$ cat config.mk
export PLATFORM = sky130hd
export DESIGN_NAME = apsp_useq
export DESIGN_NICKNAME = d
export VERILOG_FILES = /design/src/hw/rtl/apsp_pkg.sv /design/src/hw/rtl/apsp_useq.sv
export SDC_FILE = /design/constraint.sdc
export NUM_CORES = 1
export LEC_CHECK = 0
export ABC_AREA = 1
export BUFFER_PORTS_ARGS = -buffer_cell sky130_fd_sc_hd__buf_2
export CAP_MARGIN = 20
export CORE_MARGIN = 5
export CORE_UTILIZATION = 50
export CTS_BUF_LIST = sky130_fd_sc_hd__clkbuf_2 sky130_fd_sc_hd__clkbuf_4 sky130_fd_sc_hd__clkbuf_8
export CTS_CLUSTER_SIZE = 24
export DETAILED_ROUTE_END_ITERATION = 8
export GPL_ROUTABILITY_DRIVEN = 0
export PLACE_DENSITY = 0.77
export SYNTH_ARGS = -nofsm -noshare
export SYNTH_HDL_FRONTEND = slang
export SYNTH_SLANG_ARGS = --single-unit
$ cat constraint.sdc
create_clock -name clk -period 1.51 [get_ports clk]
set_clock_uncertainty 0.05 [all_clocks]
set_input_delay 0.453 -clock clk [delete_from_list [all_inputs] [get_ports clk]]
set_output_delay 0.453 -clock clk [all_outputs]
set_load 0.01 [all_outputs]
$ cat src/hw/rtl/apsp_pkg.sv
// Shared types, constants and the sequencer microprogram of the all-pairs shortest path unit.
package apsp_pkg;

  localparam int APSP_MAX_NODES = 32;

  localparam int IDX_W       = 5;
  localparam int WEIGHT_W    = 9;
  localparam int DIST_W      = 13;
  localparam int KIND_W      = 2;
  localparam int IN_TDATA_W  = 24;
  localparam int OUT_TDATA_W = 16;
  localparam int CFG_IDX_W   = 1;
  localparam int CFG_DATA_W  = 8;

  localparam logic [DIST_W-1:0] DIST_MAX = 13'h1FFF;

  localparam logic [5:0] NODE_COUNT_RST = 6'd32;
  localparam logic [7:0] MAX_WEIGHT_RST = 8'd10;

  // configuration register indexes
  localparam logic [CFG_IDX_W-1:0] CFG_NODE_COUNT = 1'b0;
  localparam logic [CFG_IDX_W-1:0] CFG_MAX_WEIGHT = 1'b1;

  typedef enum logic [KIND_W-1:0] {
    KIND_LOAD = 2'd0,
    KIND_RUN  = 2'd1,
    KIND_READ = 2'd2
  } kind_t;

  typedef enum logic [2:0] {
    COND_GOTO,
    COND_DISPATCH,
    COND_WAIT_OUT,
    COND_LOOP_J,
    COND_LOOP_I,
    COND_LOOP_K
  } cond_t;

  typedef logic [2:0] step_t;

  localparam step_t ST_IDLE   = 3'd0;
  localparam step_t ST_RD_OUT = 3'd1;
  localparam step_t ST_IK_RD  = 3'd2;
  localparam step_t ST_IK_CAP = 3'd3;
  localparam step_t ST_J_RD   = 3'd4;
  localparam step_t ST_J_REL  = 3'd5;
  localparam step_t ST_I_END  = 3'd6;
  localparam step_t ST_K_END  = 3'd7;

  // one microprogram word
  typedef struct packed {
    cond_t cond;
    step_t tgt;
    step_t alt;
    logic  rd_ik;
    logic  rd_kjij;
    logic  cap_dik;
    logic  relax;
  } uword_t;

  // sequencer to datapath control
  typedef struct packed {
    logic op_load;
    logic op_read;
    logic rd_ik;
    logic rd_kjij;
    logic cap_dik;
    logic relax;
    logic out_ld;
  } ctrl_t;

  // tgt is the taken branch, alt the loop exit (or the run entry for dispatch)
  function automatic uword_t useq_rom(input step_t step);
    uword_t w;
    w.cond    = COND_GOTO;
    w.tgt     = ST_IDLE;
    w.alt     = ST_IDLE;
    w.rd_ik   = 1'b0;
    w.rd_kjij = 1'b0;
    w.cap_dik = 1'b0;
    w.relax   = 1'b0;
    case (step)
      ST_IDLE: begin
        w.cond = COND_DISPATCH;
        w.tgt  = ST_RD_OUT;
        w.alt  = ST_IK_RD;
      end
      ST_RD_OUT: begin
        w.cond = COND_WAIT_OUT;
        w.tgt  = ST_IDLE;
      end
      ST_IK_RD: begin
        w.tgt   = ST_IK_CAP;
        w.rd_ik = 1'b1;
      end
      ST_IK_CAP: begin
        w.tgt     = ST_J_RD;
        w.cap_dik = 1'b1;
      end
      ST_J_RD: begin
        w.tgt     = ST_J_REL;
        w.rd_kjij = 1'b1;
      end
      ST_J_REL: begin
        w.cond  = COND_LOOP_J;
        w.tgt   = ST_J_RD;
        w.alt   = ST_I_END;
        w.relax = 1'b1;
      end
      ST_I_END: begin
        w.cond = COND_LOOP_I;
        w.tgt  = ST_IK_RD;
        w.alt  = ST_K_END;
      end
      ST_K_END: begin
        w.cond = COND_LOOP_K;
        w.tgt  = ST_IK_RD;
        w.alt  = ST_IDLE;
      end
      default: begin
        w.cond = COND_GOTO;
        w.tgt  = ST_IDLE;
      end
    endcase
    return w;
  endfunction

endpackage

$ cat src/hw/rtl/apsp_useq.sv
// Microcoded sequencer: step counter, program table, loop counters and request dispatch.
module apsp_useq import apsp_pkg::*; #(
  parameter int MAX_NODES = APSP_MAX_NODES,
  localparam int NB = $clog2(MAX_NODES)
) (
  input  logic              clk,
  input  logic              rst_n,
  input  logic              in_valid,
  input  logic [KIND_W-1:0] in_kind,
  input  logic              out_busy,
  input  logic [NB-1:0]     last_idx,
  output logic              in_ready,
  output ctrl_t             ctrl,
  output logic [NB-1:0]     i_idx,
  output logic [NB-1:0]     j_idx,
  output logic [NB-1:0]     k_idx
);

  step_t         upc_r, upc_nxt;
  logic [NB-1:0] i_r, i_nxt;
  logic [NB-1:0] j_r, j_nxt;
  logic [NB-1:0] k_r, k_nxt;
  uword_t        uw;
  logic          accept;

  assign uw    = useq_rom(upc_r);
  assign i_idx = i_r;
  assign j_idx = j_r;
  assign k_idx = k_r;

  always_ff @(posedge clk) begin
    if (!rst_n) begin
      upc_r <= ST_IDLE;
      i_r   <= '0;
      j_r   <= '0;
      k_r   <= '0;
    end else begin
      upc_r <= upc_nxt;
      i_r   <= i_nxt;
      j_r   <= j_nxt;
      k_r   <= k_nxt;
    end
  end

  always_comb begin
    upc_nxt      = uw.tgt;
    i_nxt        = i_r;
    j_nxt        = j_r;
    k_nxt        = k_r;
    in_ready     = (uw.cond == COND_DISPATCH);
    accept       = in_ready & in_valid;
    ctrl.op_load = 1'b0;
    ctrl.op_read = 1'b0;
    ctrl.rd_ik   = uw.rd_ik;
    ctrl.rd_kjij = uw.rd_kjij;
    ctrl.cap_dik = uw.cap_dik;
    ctrl.relax   = uw.relax;
    ctrl.out_ld  = 1'b0;
    case (uw.cond)
      COND_GOTO: begin
        upc_nxt = uw.tgt;
      end
      COND_DISPATCH: begin
        upc_nxt = ST_IDLE;
        if (accept) begin
          case (kind_t'(in_kind))
            KIND_LOAD: ctrl.op_load = 1'b1;
            KIND_RUN:  upc_nxt = uw.alt;
            KIND_READ: begin
              ctrl.op_read = 1'b1;
              upc_nxt      = uw.tgt;
            end
            default:   upc_nxt = ST_IDLE;
          endcase
        end
      end
      COND_WAIT_OUT: begin
        if (out_busy) begin
          upc_nxt = upc_r;
        end else begin
          ctrl.out_ld = 1'b1;
        end
      end
      COND_LOOP_J: begin
        if (j_r == last_idx) begin
          j_nxt   = '0;
          upc_nxt = uw.alt;
        end else begin
          j_nxt = j_r + NB'(1);
        end
      end
      COND_LOOP_I: begin
        if (i_r == last_idx) begin
          i_nxt   = '0;
          upc_nxt = uw.alt;
        end else begin
          i_nxt = i_r + NB'(1);
        end
      end
      COND_LOOP_K: begin
        if (k_r == last_idx) begin
          k_nxt   = '0;
          upc_nxt = uw.alt;
        end else begin
          k_nxt = k_r + NB'(1);
        end
      end
      default: upc_nxt = ST_IDLE;
    endcase
  end

endmodule

* After elaboration in Yosys (flattened, before gate mapping)
Cells that the tools add are included.
** Word-level totals
- Register bits after elaboration :: 18
- Bits in latches :: 0
- Bits in writable memories :: 0
- Memory bits (read-only) :: 0
- Input port bits :: 11
- Output and inout port bits :: 23
- Word-level logic and storage cells :: 54
- Memories :: 0
** Cells by class
- Add/subtract/negate cells :: 3
- Multipliers :: 0
- Divide/modulo/power cells :: 0
- $lt $le $gt $ge :: 0
- Equality and inequality tests :: 18
- Shift-type cells :: 0
- Muxes and demuxes :: 23
- Bitwise operators :: 1
- Reduce and logical (&&, ||, !) cells :: 5
** Operator list (count)
- $pmux W3 S6 :: 2
- $eq A3 B3 Y1 const B :: 6
- $add A5 B1 Y5 const B :: 3
- $eq A5 B5 Y1 :: 3
- $mux W3 :: 5
- $mux W5 :: 3
- $pmux W3 S5 :: 1
- $eq A3 B2 Y1 const B :: 4
- $pmux W3 S3 :: 1
- $mux W1 :: 8
- $eq A3 B1 Y1 const B :: 2
- $logic_not A3 Y1 :: 2
- $pmux W3 S2 :: 1
- $mux W2 :: 2
- $reduce_or A2 Y1 :: 2
- $eq A2 B1 Y1 const B :: 1
- $eq A2 B2 Y1 const B :: 1
- $logic_not A2 Y1 :: 1
- $ne A2 B2 Y1 const B :: 1
- $and A1 B1 Y1 :: 1

* Longest topological paths before layout
- Word-level depth :: 6
- Mapped depth :: 9
- Gate-level depth less buffers :: 9

* Worst setup path before layout
OpenSTA, ideal clock, no wires.
- Path kind :: reg2out
- Start :: reg upc_r[2]
- End :: out ctrl[5] (netlist bit)
- Arrival :: 865 ps
- Required time :: 1007 ps
- Path slack :: 142 ps
- Cell stages (with the launch flop) :: 5
- Buffers on the path :: 1
- Path through :: dfxtp_1 > buf_4 > nor2_1 > nand3_1 > nor2_1
** RTL lines
- start, declared :: line apsp_useq.sv:19 : step_t upc_r, upc_nxt;
- start signal, assigned :: line apsp_useq.sv:38 : upc_r <= upc_nxt;
- end, declared :: line apsp_useq.sv:13 : output ctrl_t ctrl,

==> metrics.md <==
| Metric | Value |
|---|---|
| Post-Layout Cell Count | 259 |
| Vias per Instance | 4.82 |
| Synth warn | 0 |
| Per-cell routed wire length | 10.8 um |
| Register bit count reported by yosys | 18 |
| Syn_area_per_cell | 6.88 sq um |
| Residual DRC | 0 |
| DR iter-0 viols | 49 |
| Flop-to-flop setup slack | 130 ps |
| Tmin final | 1620 ps |
| Worst hold slack | 387 ps |
| HPWL Detailed | 2.09 mm |
| Die Span Y | 59.6 um |
| Ports | 34 |
| RSZ-0062 raised after global routing | true |
| Failing checks | setup timing |
| Total power | 928 uW |
| Clk_lat worst skew | 300 ps |
| IO Port Bufs | 33 |
| Final worst path period share | 1.07 |
| Netlist cell types | 24 |
| Tightest Hold Check Type | in2reg |
| Area Overhead vs Synth | 35.1% |
| Clock-pin slew on the worst setup and hold paths | 100 ps |
| Fill cell total of the finished layout | 210 |
| Number of flops mapped to enable cells by yosys | 0 |
| Clock buffer depth | 2 |
| Worst EP arrival | 1120 ps |
| Max FO, Critical Path | 4 |
| Root Buffer | clkbuf_4 |
| Final worst setup slack | -111 ps |
| Die area | 3550 sq um |
| Clk sinks | 18 |
| CTS Hold Bufs | 0 |
| Core area | 2410 sq um |
| Mapped Area | 1230 sq um |
| Tot GR Track Use | 0.175 |
| Antenna violations before repair | 0 |
| Gr ovfl total | 0 |
| Final net count | 247 |
| Wl on met1 | 1.26 mm |
| Met2 WL | 1.38 mm |
| Post-synthesis sequential area ratio | 0.293 |
| Share of layout cells above drive strength 1 | 0.349 |
| First-pass DRT Iterations | 4 |
| PD cells | 558 nW/um^2 |
| Worst-Margin Slew | 280 ps |
| Leak | 0.840 nW |
| Initial Util | 0.511 |
| Cells after Synth | 179 |
| Ys flop type | dfxtp_1 |
| Final Hold Vio Count | 0 |
| # setup viols final | 8 |
| Post-Route Utilization | 0.690 |
| Post-Place Setup Slack | -20.6 ps |
| Max Cap Viol | 0 |
| Slowest cell on crit path | dfxtp_4 |
| Crit path launch type | register |
| Achievable Freq | 617 MHz |
| Dpl cells | 244 |
| Crit end category | output port |
| TritonCTS clock tree | done |
| TritonCTS buffer count | 3 |
| Post-synthesis net count | 196 |
| H-tree depth | 1 |
| Final slew viol count | 0 |
| Max_slew headroom | 0.813 |
| Critical Path Max Stage Delay | 380 ps |
| WS Path Type | reg2out |
| First-pass GRT wire length | 4.86 mm |
| Ys async rst share | 0 |
| Status | complete, but fails checks |
| Final TNS setup | -761 ps |
| Routed wl met3 | 148 um |
| Die width | 59.6 um |
| Worst EP required | 1010 ps |
| FP Rows | 18 |
| Peak supply drop | 0.000499 V |
| DR vias | 1,248 |
| Vias in the first global route | 1,187 |
| Antenna cells | 0 |
| Final WL | 2.81 mm |
| Post-DRT Antenna Nets | 0 |
| Largest net degree at the start of global routing | 11 |
| CP Cell Sequence | buf_6 -> nor3_4 -> buf_2 |
| Top Layer Used | met4 |
| Final Instance Area | 1660 sq um |
| DP Area | 1450 sq um |
-- power by group --
part / switching, mW / internal (mW) / leakage, nW / total, mW
sequential: 0.00854 / 0.475 / 0.147 / 0.483
combinational: 0.0764 / 0.0673 / 0.672 / 0.144
clock: 0.154 / 0.147 / 0.0210 / 0.301
total: 0.239 / 0.689 / 0.840 / 0.928
-- cells in the mapped netlist, types with 2 or more instances --
library cell   n  share of area
xor2_1        10          0.071
nor2_2         4          0.020
dfxtp_1       18           0.29
o21ai_0        5          0.020
nor2_1        23          0.070
ha_1           6          0.061
a21oi_1        5          0.020
buf_4          2          0.012
nor3b_1        2          0.012
inv_1         27          0.082
nor3_2         4          0.033
nand3_4        3          0.043
nand3_1       10          0.041
inv_2          4          0.012
xnor2_1        3          0.021
nand2_1       43           0.13
nor3_1         3          0.012
-- repair_timing --
item,4_1_cts,5_1_grt
cloned,0,0
setup endpoints to repair,8,14
setup buffers,10,2
resized for setup,19,3
pin swaps,4,3
-- routing by layer --
layer | vias to the layer above | track usage
met5 | - | 0
met4 | 0 | 0.0285
met3 | 2 | 0.0458
met2 | 24 | 0.298
met1 | 570 | 0.225
li1 | 652 | -
-- area by class of cell --
type,count,area (sq um),share of cell area
multi-input cells,128,776,0.467
flip-flops and latches,18,372,0.223
repair buffers,48,320,0.193
inverters,31,121,0.0730
well taps,30,37.5,0.0226
clock buffers,4,36.3,0.0218
-- cell families (layout without fill, tap and decap cells) --
group,Yosys count,count (layout),share of synthesized area
xor+xnor,13,13,0.0925
fa+ha+maj,6,6,0.0610
flops,18,18,0.293
simple gates,96,96,0.386
mux,1,1,0.00813
buf+inv,33,83,0.107
compound gates,12,12,0.0528
-- cell usage in the layout (no fill, tap or decap), types with 4 or more instances in the layout --
master	count
inv_2	4
nand2_1	42
inv_1	25
nor2_1	22
buf_6	4
nor3_2	5
ha_1	6
nor2_2	4
dfxtp_1	15
nand3_1	9
xor2_1	10
a21oi_1	5
buf_4	10
buf_2	32
o21ai_0	5
-- sequential cells by signal, indices dropped and copies added (netlist names) --
name / count
i_idx: 5
k_idx: 5
upc_r: 3
j_idx: 5
-- worst paths after layout --
| check | start | endpoint | cells after the start |
|---|---|---|---|
| setup reg to reg | upc_r[0] | upc_r[0] | 11 |
| hold / removal | rst_n | upc_r[0] | 3 |
| hold reg to reg | k_idx[1] | k_idx[1] | 2 |
| setup / recovery | upc_r[2] | ctrl[2] | 3 |
-- worst max-delay path, delay by kind of cell (launching register included) --
family,cells,cell delay (ps)
flops,1,380
buf+inv,2,280
simple gates,1,160
Note: power is estimated with default switching activity, not from simulation.
